==> src/hw/rtl/psft_pkg.sv <==
// Shared types, codes and constants of the publish/subscribe fan-out table.
package psft_pkg;

  localparam int PRODUCER_SLOTS_DEF   = 16;
  localparam int SUBSCRIBER_SLOTS_DEF = 32;
  localparam int MAX_RESULTS          = 32;
  localparam int CNT_W                = $clog2(MAX_RESULTS + 1);

  localparam logic [2:0] CMD_REG_PROD  = 3'd0;
  localparam logic [2:0] CMD_REG_CONS  = 3'd1;
  localparam logic [2:0] CMD_SUBSCRIBE = 3'd2;
  localparam logic [2:0] CMD_UNSUB     = 3'd3;
  localparam logic [2:0] CMD_NOTIFY    = 3'd4;
  localparam logic [2:0] CMD_LIST_PROD = 3'd5;
  localparam logic [2:0] CMD_LIST_SUB  = 3'd6;
  localparam logic [2:0] CMD_UNKNOWN   = 3'd7;

  localparam logic [2:0] KIND_ACK  = 3'd0;
  localparam logic [2:0] KIND_NACK = 3'd1;
  localparam logic [2:0] KIND_NOTE = 3'd2;
  localparam logic [2:0] KIND_PROD = 3'd3;
  localparam logic [2:0] KIND_SUB  = 3'd4;

  typedef struct packed {
    logic [2:0]  command;
    logic [15:0] client_id;
    logic [15:0] category;
    logic [15:0] reply_queue;
    logic [31:0] message_handle;
  } in_req_t;

  typedef struct packed {
    logic [2:0]  kind;
    logic [15:0] dest_queue;
    logic [15:0] entry_client;
    logic [15:0] entry_category;
    logic [31:0] payload_tag;
    logic        last;
  } out_res_t;

  typedef struct packed {
    logic        valid;
    logic [15:0] owner;
    logic [15:0] category;
  } prod_entry_t;

  typedef struct packed {
    logic        valid;
    logic [15:0] client;
    logic [15:0] category;
    logic [15:0] queue;
  } sub_entry_t;

  localparam int PROD_W = $bits(prod_entry_t);
  localparam int SUB_W  = $bits(sub_entry_t);

endpackage

==> src/hw/rtl/psft_ram.sv <==
// Single-port synchronous table memory with registered, enabled read.
module psft_ram #(
  parameter int DEPTH = 16,
  parameter int AW    = 4,
  parameter int WIDTH = 33
) (
  input  logic             clk,
  input  logic             rd_en,
  input  logic             we,
  input  logic [AW-1:0]    addr,
  input  logic [WIDTH-1:0] wdata,
  output logic [WIDTH-1:0] rdata
);

  logic [WIDTH-1:0] mem [DEPTH];
  logic [WIDTH-1:0] rdata_r;

  always_ff @(posedge clk) begin
    if (we) begin
      mem[addr] <= wdata;
    end
  end

  always_ff @(posedge clk) begin
    if (rd_en) begin
      rdata_r <= mem[addr];
    end
  end

  assign rdata = rdata_r;

endmodule

==> src/hw/rtl/psft_out.sv <==
// Result output register between the sequencer and the result channel.
module psft_out (
  input  logic                clk,
  input  logic                rst_n,
  input  logic                push,
  input  psft_pkg::out_res_t  res_in,
  output logic                free,
  output logic                out_valid,
  input  logic                out_stall,
  output psft_pkg::out_res_t  out_res
);

  logic               valid_r;
  psft_pkg::out_res_t data_r;

  assign free = !valid_r || !out_stall;

  always_ff @(posedge clk) begin
    if (!rst_n) begin
      valid_r <= 1'b0;
    end else if (free) begin
      valid_r <= push;
    end
  end

  always_ff @(posedge clk) begin
    if (push && free) begin
      data_r <= res_in;
    end
  end

  assign out_valid = valid_r;
  assign out_res   = data_r;

endmodule

==> src/hw/rtl/psft_seq.sv <==
// Request sequencer: clears the tables, scans them, writes back and emits results.
module psft_seq #(
  parameter int P   = psft_pkg::PRODUCER_SLOTS_DEF,
  parameter int S   = psft_pkg::SUBSCRIBER_SLOTS_DEF,
  parameter int PAW = 4,
  parameter int SAW = 5
) (
  input  logic                        clk,
  input  logic                        rst_n,
  input  logic                        in_valid,
  output logic                        in_stall,
  input  psft_pkg::in_req_t           in_req,
  output logic                        prod_rd_en,
  output logic                        prod_we,
  output logic [PAW-1:0]              prod_addr,
  output logic [psft_pkg::PROD_W-1:0] prod_wdata,
  input  logic [psft_pkg::PROD_W-1:0] prod_rdata,
  output logic                        sub_rd_en,
  output logic                        sub_we,
  output logic [SAW-1:0]              sub_addr,
  output logic [psft_pkg::SUB_W-1:0]  sub_wdata,
  input  logic [psft_pkg::SUB_W-1:0]  sub_rdata,
  input  logic                        res_free,
  output logic                        res_push,
  output psft_pkg::out_res_t          res_data
);

  localparam int MAXN = (P > S) ? P : S;
  localparam int IW   = $clog2(MAXN + 1);
  localparam int CW   = psft_pkg::CNT_W;

  localparam logic [IW-1:0] P_N      = IW'(P);
  localparam logic [IW-1:0] S_N      = IW'(S);
  localparam logic [IW-1:0] LAST_CLR = IW'(MAXN - 1);
  localparam logic [CW-1:0] MAX_CNT  = CW'(psft_pkg::MAX_RESULTS);

  localparam logic [1:0] ST_CLR  = 2'd0;
  localparam logic [1:0] ST_IDLE = 2'd1;
  localparam logic [1:0] ST_SCAN = 2'd2;
  localparam logic [1:0] ST_FIN  = 2'd3;

  logic [1:0]          state_r, state_nxt;
  psft_pkg::in_req_t   req_r, req_nxt;
  logic [IW-1:0]       idx_r, idx_nxt;
  logic                chk_v_r, chk_v_nxt;
  logic [IW-1:0]       chk_idx_r, chk_idx_nxt;
  logic                found_r, found_nxt;
  logic                dup_r, dup_nxt;
  logic [IW-1:0]       slot_r, slot_nxt;
  logic [CW-1:0]       cnt_r, cnt_nxt;
  logic                pend_v_r, pend_v_nxt;
  psft_pkg::out_res_t  pend_r, pend_nxt;

  psft_pkg::prod_entry_t pe;
  psft_pkg::sub_entry_t  se;
  psft_pkg::prod_entry_t pw;
  psft_pkg::sub_entry_t  sw;
  psft_pkg::out_res_t    emit_res;
  psft_pkg::out_res_t    fin_res;

  logic          use_prod;
  logic [IW-1:0] scan_n;
  logic          stop;
  logic          eval;
  logic          hit_emit;
  logic          stall;
  logic          issue;
  logic          scan_done;
  logic          fin_has;
  logic          fin_go;
  logic          cmd_takes_scan;

  assign pe = psft_pkg::prod_entry_t'(prod_rdata);
  assign se = psft_pkg::sub_entry_t'(sub_rdata);

  assign use_prod = (req_r.command == psft_pkg::CMD_REG_PROD) ||
                    (req_r.command == psft_pkg::CMD_LIST_PROD);
  assign scan_n   = use_prod ? P_N : S_N;
  assign stop     = (((req_r.command == psft_pkg::CMD_SUBSCRIBE) ||
                      (req_r.command == psft_pkg::CMD_UNSUB)) && found_r) ||
                    (cnt_r == MAX_CNT);
  assign eval     = (state_r == ST_SCAN) && chk_v_r && !stop;

  always_comb begin
    hit_emit = 1'b0;
    emit_res = '0;
    emit_res.dest_queue     = req_r.reply_queue;
    emit_res.entry_client   = req_r.client_id;
    emit_res.entry_category = req_r.category;
    case (req_r.command)
      psft_pkg::CMD_NOTIFY: begin
        hit_emit                = se.valid && (se.category == req_r.category);
        emit_res.kind           = psft_pkg::KIND_NOTE;
        emit_res.dest_queue     = se.queue;
        emit_res.payload_tag    = req_r.message_handle;
      end
      psft_pkg::CMD_LIST_PROD: begin
        hit_emit                = pe.valid;
        emit_res.kind           = psft_pkg::KIND_PROD;
        emit_res.entry_client   = pe.owner;
        emit_res.entry_category = pe.category;
      end
      psft_pkg::CMD_LIST_SUB: begin
        hit_emit                = se.valid && (se.client == req_r.client_id);
        emit_res.kind           = psft_pkg::KIND_SUB;
        emit_res.entry_category = se.category;
      end
      default: begin
        hit_emit = 1'b0;
      end
    endcase
  end

  assign stall     = eval && hit_emit && pend_v_r && !res_free;
  assign issue     = (state_r == ST_SCAN) && !stall && !stop && (idx_r != scan_n);
  assign scan_done = stop || ((idx_r == scan_n) && !chk_v_r);

  always_comb begin
    fin_res                = '0;
    fin_res.dest_queue     = req_r.reply_queue;
    fin_res.entry_client   = req_r.client_id;
    fin_res.entry_category = req_r.category;
    fin_res.last           = 1'b1;
    case (req_r.command)
      psft_pkg::CMD_REG_PROD: begin
        fin_res.kind = (dup_r || !found_r) ? psft_pkg::KIND_NACK : psft_pkg::KIND_ACK;
      end
      psft_pkg::CMD_SUBSCRIBE: begin
        fin_res.kind = found_r ? psft_pkg::KIND_ACK : psft_pkg::KIND_NACK;
      end
      psft_pkg::CMD_UNSUB: begin
        fin_res.kind = psft_pkg::KIND_ACK;
      end
      default: begin
        fin_res.kind = psft_pkg::KIND_NACK;
      end
    endcase
    if (pend_v_r) begin
      fin_res      = pend_r;
      fin_res.last = 1'b1;
    end
  end

  assign fin_has = pend_v_r || (req_r.command != psft_pkg::CMD_NOTIFY);
  assign fin_go  = (state_r == ST_FIN) && (!fin_has || res_free);

  assign cmd_takes_scan = (in_req.command != psft_pkg::CMD_REG_CONS) &&
                          (in_req.command != psft_pkg::CMD_UNKNOWN);

  always_comb begin
    state_nxt   = state_r;
    req_nxt     = req_r;
    idx_nxt     = idx_r;
    chk_v_nxt   = chk_v_r;
    chk_idx_nxt = chk_idx_r;
    found_nxt   = found_r;
    dup_nxt     = dup_r;
    slot_nxt    = slot_r;
    cnt_nxt     = cnt_r;
    pend_v_nxt  = pend_v_r;
    pend_nxt    = pend_r;
    case (state_r)
      ST_CLR: begin
        idx_nxt = idx_r + IW'(1);
        if (idx_r == LAST_CLR) begin
          state_nxt = ST_IDLE;
        end
      end
      ST_IDLE: begin
        if (in_valid) begin
          req_nxt    = in_req;
          idx_nxt    = '0;
          chk_v_nxt  = 1'b0;
          found_nxt  = 1'b0;
          dup_nxt    = 1'b0;
          cnt_nxt    = '0;
          pend_v_nxt = 1'b0;
          if (cmd_takes_scan) begin
            state_nxt = ST_SCAN;
          end
        end
      end
      ST_SCAN: begin
        if (scan_done) begin
          state_nxt = ST_FIN;
        end else if (!stall) begin
          if (eval) begin
            case (req_r.command)
              psft_pkg::CMD_REG_PROD: begin
                if (pe.valid && (pe.category == req_r.category)) begin
                  dup_nxt = 1'b1;
                end
                if (!pe.valid && !found_r) begin
                  found_nxt = 1'b1;
                  slot_nxt  = chk_idx_r;
                end
              end
              psft_pkg::CMD_SUBSCRIBE: begin
                if (!se.valid) begin
                  found_nxt = 1'b1;
                  slot_nxt  = chk_idx_r;
                end
              end
              psft_pkg::CMD_UNSUB: begin
                if (se.valid && (se.client == req_r.client_id) &&
                    (se.category == req_r.category)) begin
                  found_nxt = 1'b1;
                  slot_nxt  = chk_idx_r;
                end
              end
              default: begin
                if (hit_emit) begin
                  cnt_nxt    = cnt_r + CW'(1);
                  pend_v_nxt = 1'b1;
                  pend_nxt   = emit_res;
                end
              end
            endcase
          end
          chk_v_nxt = issue;
          if (issue) begin
            chk_idx_nxt = idx_r;
            idx_nxt     = idx_r + IW'(1);
          end
        end
      end
      ST_FIN: begin
        if (fin_go) begin
          state_nxt = ST_IDLE;
        end
      end
      default: begin
        state_nxt = ST_IDLE;
      end
    endcase
  end

  always_ff @(posedge clk) begin
    if (!rst_n) begin
      state_r  <= ST_CLR;
      idx_r    <= '0;
      chk_v_r  <= 1'b0;
      found_r  <= 1'b0;
      dup_r    <= 1'b0;
      cnt_r    <= '0;
      pend_v_r <= 1'b0;
    end else begin
      state_r  <= state_nxt;
      idx_r    <= idx_nxt;
      chk_v_r  <= chk_v_nxt;
      found_r  <= found_nxt;
      dup_r    <= dup_nxt;
      cnt_r    <= cnt_nxt;
      pend_v_r <= pend_v_nxt;
    end
  end

  always_ff @(posedge clk) begin
    req_r     <= req_nxt;
    chk_idx_r <= chk_idx_nxt;
    slot_r    <= slot_nxt;
    pend_r    <= pend_nxt;
  end

  always_comb begin
    pw          = '0;
    pw.valid    = (state_r != ST_CLR);
    pw.owner    = req_r.client_id;
    pw.category = req_r.category;
    sw          = '0;
    sw.valid    = (state_r != ST_CLR) && (req_r.command == psft_pkg::CMD_SUBSCRIBE);
    sw.client   = req_r.client_id;
    sw.category = req_r.category;
    sw.queue    = req_r.reply_queue;
  end

  assign in_stall   = (state_r != ST_IDLE);
  assign prod_rd_en = issue && use_prod;
  assign sub_rd_en  = issue && !use_prod;
  assign prod_addr  = (state_r == ST_FIN) ? slot_r[PAW-1:0] : idx_r[PAW-1:0];
  assign sub_addr   = (state_r == ST_FIN) ? slot_r[SAW-1:0] : idx_r[SAW-1:0];
  assign prod_wdata = pw;
  assign sub_wdata  = sw;
  assign prod_we    = ((state_r == ST_CLR) && (idx_r < P_N)) ||
                      (fin_go && (req_r.command == psft_pkg::CMD_REG_PROD) &&
                       found_r && !dup_r);
  assign sub_we     = ((state_r == ST_CLR) && (idx_r < S_N)) ||
                      (fin_go && found_r &&
                       ((req_r.command == psft_pkg::CMD_SUBSCRIBE) ||
                        (req_r.command == psft_pkg::CMD_UNSUB)));

  assign res_push = (eval && hit_emit && pend_v_r && res_free) || (fin_go && fin_has);
  assign res_data = (state_r == ST_FIN) ? fin_res : pend_r;

endmodule

==> src/hw/rtl/publish_subscribe_fanout_table_unit.sv <==
// Top level of the publish/subscribe fan-out table.
// After reset the block runs a clearing pass over both tables with in_stall
// high. It then takes one request at a time: register consumer and unknown
// commands read no table; every other request reads its table one entry per
// cycle through the memory's single port, unless the result side stalls.
// Register producer and list producers read the producer table, the others
// the subscriber table. Subscribe and unsubscribe end at the first free or
// matching slot. Stalls on the result side lengthen a request by the cycles
// it waits on them. Results of a request come in ascending slot order, at
// most 32, the final one marked with last.
module publish_subscribe_fanout_table_unit #(
  parameter int PRODUCER_SLOTS   = psft_pkg::PRODUCER_SLOTS_DEF,
  parameter int SUBSCRIBER_SLOTS = psft_pkg::SUBSCRIBER_SLOTS_DEF
) (
  input  logic               clk,
  input  logic               rst_n,
  input  logic               in_valid,
  output logic               in_stall,
  input  psft_pkg::in_req_t  in_req,
  output logic               out_valid,
  input  logic               out_stall,
  output psft_pkg::out_res_t out_res
);

  localparam int PAW = (PRODUCER_SLOTS > 1) ? $clog2(PRODUCER_SLOTS) : 1;
  localparam int SAW = (SUBSCRIBER_SLOTS > 1) ? $clog2(SUBSCRIBER_SLOTS) : 1;

  logic                        prod_rd_en;
  logic                        prod_we;
  logic [PAW-1:0]              prod_addr;
  logic [psft_pkg::PROD_W-1:0] prod_wdata;
  logic [psft_pkg::PROD_W-1:0] prod_rdata;
  logic                        sub_rd_en;
  logic                        sub_we;
  logic [SAW-1:0]              sub_addr;
  logic [psft_pkg::SUB_W-1:0]  sub_wdata;
  logic [psft_pkg::SUB_W-1:0]  sub_rdata;
  logic                        res_free;
  logic                        res_push;
  psft_pkg::out_res_t          res_data;

  psft_ram #(
    .DEPTH (PRODUCER_SLOTS),
    .AW    (PAW),
    .WIDTH (psft_pkg::PROD_W)
  ) u_prod_ram (
    .clk   (clk),
    .rd_en (prod_rd_en),
    .we    (prod_we),
    .addr  (prod_addr),
    .wdata (prod_wdata),
    .rdata (prod_rdata)
  );

  psft_ram #(
    .DEPTH (SUBSCRIBER_SLOTS),
    .AW    (SAW),
    .WIDTH (psft_pkg::SUB_W)
  ) u_sub_ram (
    .clk   (clk),
    .rd_en (sub_rd_en),
    .we    (sub_we),
    .addr  (sub_addr),
    .wdata (sub_wdata),
    .rdata (sub_rdata)
  );

  psft_seq #(
    .P   (PRODUCER_SLOTS),
    .S   (SUBSCRIBER_SLOTS),
    .PAW (PAW),
    .SAW (SAW)
  ) u_seq (
    .clk        (clk),
    .rst_n      (rst_n),
    .in_valid   (in_valid),
    .in_stall   (in_stall),
    .in_req     (in_req),
    .prod_rd_en (prod_rd_en),
    .prod_we    (prod_we),
    .prod_addr  (prod_addr),
    .prod_wdata (prod_wdata),
    .prod_rdata (prod_rdata),
    .sub_rd_en  (sub_rd_en),
    .sub_we     (sub_we),
    .sub_addr   (sub_addr),
    .sub_wdata  (sub_wdata),
    .sub_rdata  (sub_rdata),
    .res_free   (res_free),
    .res_push   (res_push),
    .res_data   (res_data)
  );

  psft_out u_out (
    .clk       (clk),
    .rst_n     (rst_n),
    .push      (res_push),
    .res_in    (res_data),
    .free      (res_free),
    .out_valid (out_valid),
    .out_stall (out_stall),
    .out_res   (out_res)
  );

endmodule
==> config.mk <==
export PLATFORM = sky130hd
export DESIGN_NAME = publish_subscribe_fanout_table_unit
export DESIGN_NICKNAME = d
export VERILOG_FILES = /design/src/hw/rtl/psft_pkg.sv /design/src/hw/rtl/psft_ram.sv /design/src/hw/rtl/psft_out.sv /design/src/hw/rtl/psft_seq.sv /design/src/hw/rtl/publish_subscribe_fanout_table_unit.sv
export SDC_FILE = /design/constraint.sdc
export NUM_CORES = 2
export LEC_CHECK = 0
export BUFFER_PORTS_ARGS = -buffer_cell sky130_fd_sc_hd__buf_2
export CORE_MARGIN = 3
export CORE_UTILIZATION = 36
export DETAILED_ROUTE_END_ITERATION = 10
export SETUP_SLACK_MARGIN = 0.05
export SLEW_MARGIN = 20
export SYNTH_ARGS = -nofsm -noshare
export SYNTH_HDL_FRONTEND = slang
export SYNTH_SLANG_ARGS = --single-unit
export TNS_END_PERCENT = 20
==> constraint.sdc <==
create_clock -name clk -period 8.18 [get_ports clk]
set_input_delay 0.818 -clock clk [delete_from_list [all_inputs] [get_ports clk]]
set_output_delay 0.818 -clock clk [all_outputs]
set_load 0.03 [all_outputs]
# ---- Yosys cells after proc, flatten, opt, wreduce, memory -nomap -nowiden
# Memory sizes are Yosys's and may differ from the RTL's. A register that Yosys moved wholly into a read port is not among the register bits.
# Cells that the tools add are included.
# W data, S select, Z words.
dict set report classes {
  bitwise 3
  n_addsub 2
  muxes 62
  reduce_logical 69
  magnitude_cmp 2
  eq_ne 39
}
# op n
set op_table {}
lappend op_table {{$mux W84} 2}
lappend op_table {{$mux W6} 10}
lappend op_table {{$eq A16 B16 Y1} 3}
lappend op_table {{$mux W16} 2}
lappend op_table {{$pmux W16 S2} 1}
lappend op_table {{$logic_and A1 B1 Y1} 30}
lappend op_table {{$mux W1} 25}
lappend op_table {{$mux W5} 4}
lappend op_table {{$ne A2 B1 Y1 const B} 10}
lappend op_table {{$pmux W3 S3} 2}
lappend op_table {{$pmux W6 S3} 1}
lappend op_table {{$ne A3 B3 Y1 const B} 5}
lappend op_table {{$pmux W5 S3} 1}
lappend op_table {{$ne A2 B2 Y1 const B} 7}
lappend op_table {{$reduce_and A7 Y1} 2}
lappend op_table {{$add A6 B1 Y6 const B} 2}
lappend op_table {{$pmux W6 S2} 1}
lappend op_table {{$logic_not A1 Y1} 11}
lappend op_table {{$logic_or A1 B1 Y1} 11}
lappend op_table {{$mux W2} 5}
lappend op_table {{$reduce_and A5 Y1} 2}
lappend op_table {{$eq A3 B3 Y1 const B} 3}
lappend op_table {{$reduce_and A9 Y1} 1}
lappend op_table {{$pmux W1 S2} 4}
lappend op_table {{other kinds (24)} 32}
dict set report word_totals {
  mem_count 2
  input_bits 87
  ramBits 2096
  regBits 279
}
# memory words width read_ports rd_ports_with_merged_regs wr line_no
set mem_list {}
lappend mem_list {u_sub_ram.mem 32 49 1 1 1 psft_ram.sv:15} ;# logic [WIDTH-1:0] mem [DEPTH];
lappend mem_list {u_prod_ram.mem 16 33 1 1 1 psft_ram.sv:15}

# ---- Longest topological paths before layout
dict set report depth {
  ltp_word 17
  mapped_depth 11
  mapped_depth_nobuf 8
}

# ---- Modules after synthesis
# Synthesis repeated with hierarchy kept, for this count alone.
dict set report hier_totals {
  hier_cells 4889
  hier_area_um2 94021.4
}
# mod seq_area_each_um2 cells_each area_each_um2 n_inst
set by_module_without_submodules {}
lappend by_module_without_submodules {{psft_ram (u_sub_ram)} 48556.6 3184 60890.9 1}
lappend by_module_without_submodules {{psft_ram (u_prod_ram)} 16846.2 865 20836.2 1}
lappend by_module_without_submodules {psft_seq 5645.4 751 9730.6 1}
lappend by_module_without_submodules {psft_out 2542.4 89 2563.7 1}

# ---- Least setup slack after synthesis
# OpenSTA, ideal clock, no wires.
dict set report synth_path {
  path_kind {flip-flop to flip-flop}
  startpoint {register u_seq.req_r (netlist bit u_seq.prod_wdata[6])}
  endpoint {register u_out.data_r (netlist bit u_out.out_res[0]) (enable)}
  path_slack_ns 1.523
  synth_period_minus_slack_ns 6.657
  arrival_time_ns 6.103
  setup_ns 0.554
  path_buffers 0
  required_ns 7.626
  stages_incl_launch_ff 8
  path_cell_list {edfxtp_1 > xnor2_1 > nand4_1 > nor4_2 > nand3_1 > a21oi_1 > o22ai_1 > a21oi_1}
}
dict set report synth_via {
  elab_chain_cells 8
}
# item line_no
set synth_rtl {}
lappend synth_rtl {{start, declared} psft_seq.sv:43} ;# psft_pkg::in_req_t req_r, req_nxt;
lappend synth_rtl {{start signal, assigned} psft_seq.sv:259} ;# req_r <= req_nxt;
lappend synth_rtl {{$eq A16 B16 Y1} psft_seq.sv:92} ;# hit_emit = se.valid && (se.category == req_r.category);
lappend synth_rtl {{$logic_and A1 B1 Y1} psft_seq.sv:92}
lappend synth_rtl {{$pmux W1 S3} psft_seq.sv:90} ;# case (req_r.command)
lappend synth_rtl {{$logic_and A1 B1 Y1 (3 in a row)} psft_seq.sv:292} ;# assign res_push = (eval && hit_emit && pend_v_r && res_free) || (fin_go && fin_has);
lappend synth_rtl {{$logic_or A1 B1 Y1} psft_seq.sv:292}
lappend synth_rtl {{$logic_and A1 B1 Y1} psft_out.sv:27} ;# if (push && free) begin
lappend synth_rtl {{end signal, assigned} psft_out.sv:28} ;# data_r <= res_in;
lappend synth_rtl {{end, declared} psft_out.sv:14} ;# psft_pkg::out_res_t data_r;
# No other way between the ends.
# A chain may end at the register's enable or synchronous reset.

# ---- Worst setup path in the final report
dict set report layout_path {
  startpoint {register u_seq.req_r[82] (netlist name)}
  endpoint {memory u_sub_ram.mem[8][9] (netlist name) (enable)}
}
dict set report layout_via {
  elab_chain_cells 10
}
# item line_no
set layout_rtl {}
lappend layout_rtl {{$ne A3 B3 Y1} psft_seq.sv:144} ;# assign fin_has = pend_v_r || (req_r.command != psft_pkg::CMD_NOTIFY);
lappend layout_rtl {{$logic_or A1 B1 Y1} psft_seq.sv:144}
lappend layout_rtl {{$logic_not A1 Y1} psft_seq.sv:145} ;# assign fin_go = (state_r == ST_FIN) && (!fin_has || res_free);
lappend layout_rtl {{$logic_or A1 B1 Y1} psft_seq.sv:145}
lappend layout_rtl {{$logic_and A1 B1 Y1} psft_seq.sv:145}
lappend layout_rtl {{$logic_and A1 B1 Y1} psft_seq.sv:288} ;# (fin_go && found_r &&
lappend layout_rtl {{$logic_and A1 B1 Y1 (*)} psft_seq.sv:288}
lappend layout_rtl {{$logic_or A1 B1 Y1 (*)} psft_seq.sv:287} ;# assign sub_we = ((state_r == ST_CLR) && (idx_r < S_N)) ||
lappend layout_rtl {{$mux W1 (*)} psft_ram.sv:19} ;# if (we) begin
lappend layout_rtl {{$mux W1 (implied by the code) (*)} psft_ram.sv:20} ;# mem[addr] <= wdata;
lappend layout_rtl {{end, declared} psft_ram.sv:15}
# Every way passes the cells marked *; elsewhere a longest branch is shown, timed or not.

==> key figures <==
Worst hold path
  • Hold Path Class: input pin to flop

Routing
  • Drt drc: 0
  • Vias/cell: 5.39
  • Iter 0 DRT Violations: 5250
  • ANT nets after route: 0
  • Drt wl/cell: 27.4 um
  • Drt pass-1 iters: 6
  • Total wire length: 238000 um
  • Vias post-DR: 46800

Yosys
  • Syn nets: 4770
  • Post-synth top area cell: edfxtp_1
  • FFs w/ async S/R, synth: 0%
  • Most common library cells after synthesis: edfxtp_1, nand2_1, mux4_2
  • EDFF count, synth: 2438
  • Ys flop type: edfxtp_1
  • Largest cells by area after synthesis: edfxtp_1, mux4_2, nand2_1
  • Synth Register Bits: 2457
  • Mapped cell area: 0.0943 mm2
  • Syn. warnings: 0
  • Share of the synthesized area in the top cell type: 77.6%
  • Count of cell types in the netlist: 65
  • Avg Inst Size Synth: 20.2 um2
  • Post-synthesis sequential area ratio: 78.0%
  • Top-count cell post-synth: edfxtp_1
  • Cells after synthesis: 4674

Floorplanning
  • Die Y: 518 um
  • IO Count: 173
  • DIE WIDTH: 518 um
  • Core area: 0.260 mm2
  • Initial core utilization: 36.2%
  • Cell Rows: 187
  • Total die area: 0.268 mm2

Placement
  • Dpl cell area: 0.100 mm2
  • IO Port Bufs: 172
  • Cells after DPL: 8252
  • DP Worst Slack: 2690 ps
  • Final GP Congestion: 0.793
  • Dpl hpwl: 129000 um

Setup path
  • Crit path launch type: flop
  • Worst Setup End Kind: flop
  • Setup CP Type: flop to flop
  • Critical Path RT: 8650 ps
  • Max FO, Critical Path: 51
  • CP arrival: 5870 ps

Timing
  • Min setup slack post-route: 2780 ps
  • Final Cycle Share: 66.0%
  • RSZ-0062 raised after global routing: no
  • Final hold vios: 0
  • Clock Skew: 36.2 ps
  • Rel. slew slack: 23.8%
  • Max Slew Vio Count: 0
  • Fin Setup TNS: 0 ps
  • Max Fclk: 185 MHz
  • Final setup viols: 0
  • Worst slew pin tran: 1140 ps
  • Min Clock Period, post-route: 5400 ps

Cells and area
  • Design area: 0.108 mm2
  • Fin nets: 5090
  • Layout cells sized above 1: 26.1%
  • Final Util: 41.4%
  • Fin cells: 8685
  • Ant diodes: 0
  • P&R area growth vs syn: 14.1%

GRT
  • Global router's overall resource usage: 17.5%
  • First-pass GRT wire length: 346000 um
  • Initial antenna violation count: 4
  • Largest net degree at the start of global routing: 139
  • Vias in the first global route: 47800
  • Total grt overflow: 0

CTS
  • Clock slew at reported path FFs: 70 ps
  • Later-pin clock latency in the skew report: 840 ps
  • Depth of the CTS H-tree: 4
  • Clock tree root driver cell: clkbuf_16
  • Clock sinks: 2457
  • Postcts setup bufs: 0
  • Post_cts resized: 0
  • Worst-case clock buffer depth: 3
  • CTS tree: yes
  • Hold buffers post-CTS: 0
  • Inserted Clock Buffers: 229

Power and ir drop
  • PD cells: 239 mW/mm2
  • Leakage power: 34.6 nW
  • Worst IR Drop VDD: 217 uV

Status
  • Outcome: finished clean

Run
  • Number of max-cap violations: 0
-- area by class of cell --
class	instances	area, um2
Timing Repair Buffer	338	2300
Sequential cell	2457	73600
Multi-Input combinational cell	1951	19800
Tap cell	3496	4370
Fill cell	22900	153000
Inverter	17	66.3
Clock buffer	271	5910
Clock inverter	155	1520
-- where the power goes --
part,internal (mW),switching [mW]
logic,0.537,0.702
clock network,6.00,4.65
registers,13.8,0.0272
-- placed cells by master (no fill, tap or decap), types with 14 or more instances in the layout --
| master | instances |
|---|---|
| clkbuf_16 | 230 |
| clkinv_2 | 43 |
| mux4_2 | 524 |
| nor2_4 | 48 |
| nor2_1 | 20 |
| inv_1 | 14 |
| nand2_1 | 629 |
| buf_2 | 172 |
| buf_4 | 148 |
| mux2_2 | 80 |
| xnor2_1 | 49 |
| clkbuf_1 | 41 |
| a31oi_1 | 38 |
| and2_1 | 70 |
| dfxtp_1 | 19 |
| o21ai_0 | 59 |
| bufinv_16 | 27 |
| clkinv_1 | 55 |
| nand3_1 | 260 |
| and3_1 | 38 |
| edfxtp_1 | 2438 |
| a22oi_1 | 17 |
-- final timing paths --
check                          startpoint                             end  slack (ps)  depth (start not counted)
max reg2reg     u_seq.req_r[82]$_DFFE_PP_   u_sub_ram.mem[8][9]$_DFFE_PP_        2780                          9
min reg2reg  u_seq.chk_idx_r[4]$_DFFE_PP_       u_seq.slot_r[4]$_DFFE_PP_         420                          0
min                            in_req[77]  u_seq.prod_wdata[29]$_DFFE_PP_         150                          1
max             u_seq.req_r[82]$_DFFE_PP_   u_sub_ram.mem[8][9]$_DFFE_PP_        2780                          9
-- per-stage QoR --
stage	hold WS [ps]	power, mW
after floorplan	400	15.0
after global placement	404	15.4
after detailed placement	405	15.4
after CTS	72.4	26.0
after global routing	90.8	26.5
final	146	25.7
-- state kept, by name, indices dropped and copies added (netlist names) --
register and flops:
u_sub_ram.mem 1568, u_prod_ram.mem 528, u_out.out_res 84, u_seq.pend_r 83
u_sub_ram.rdata 49, u_seq.req_r 35, u_prod_ram.rdata 33, u_seq.prod_wdata 32
u_seq.sub_wdata 16, u_seq.cnt_r 6, u_seq.idx_r 6, u_seq.chk_idx_r 5
u_seq.slot_r 5, u_seq.state_r 2, u_out.out_valid 1, u_seq.chk_v_r 1
u_seq.dup_r 1, u_seq.found_r 1, u_seq.pend_v_r 1
-- worst max-delay path, cell delays in order, from the launching register on --
cell	delay, ps
edfxtp_1	570
nor2b_4	270
nor2b_4	150
buf_4	480
a21o_1	230
nand2_1	80
o21ai_0	620
nand3_1	860
nor2_4	1070
buf_4	600
-- layer usage --
layer	track usage, %	vias to the layer above	routed length (um)
met5	0	-	0
met4	3.87	0	5080
met3	2.75	344	16400
met2	28.4	1878	115000
met1	24.9	25100	102000
li1	-	19500	-
-- cells by family (layout without fill, tap and decap cells) --
family	after synthesis	after routing	share of synthesized area, %
muxes	608	608	13.5
xor gates and xnor gates	51	51	0.482
DFF	2457	2457	78.0
buffers and inverters	266	781	1.47
and+or+nand+nor	1117	1117	5.24
adders and majority gates	9	9	0.119
AOI/OAI and AO/OA	166	166	1.15
No activity file was read; power rests on OpenSTA's default activity.
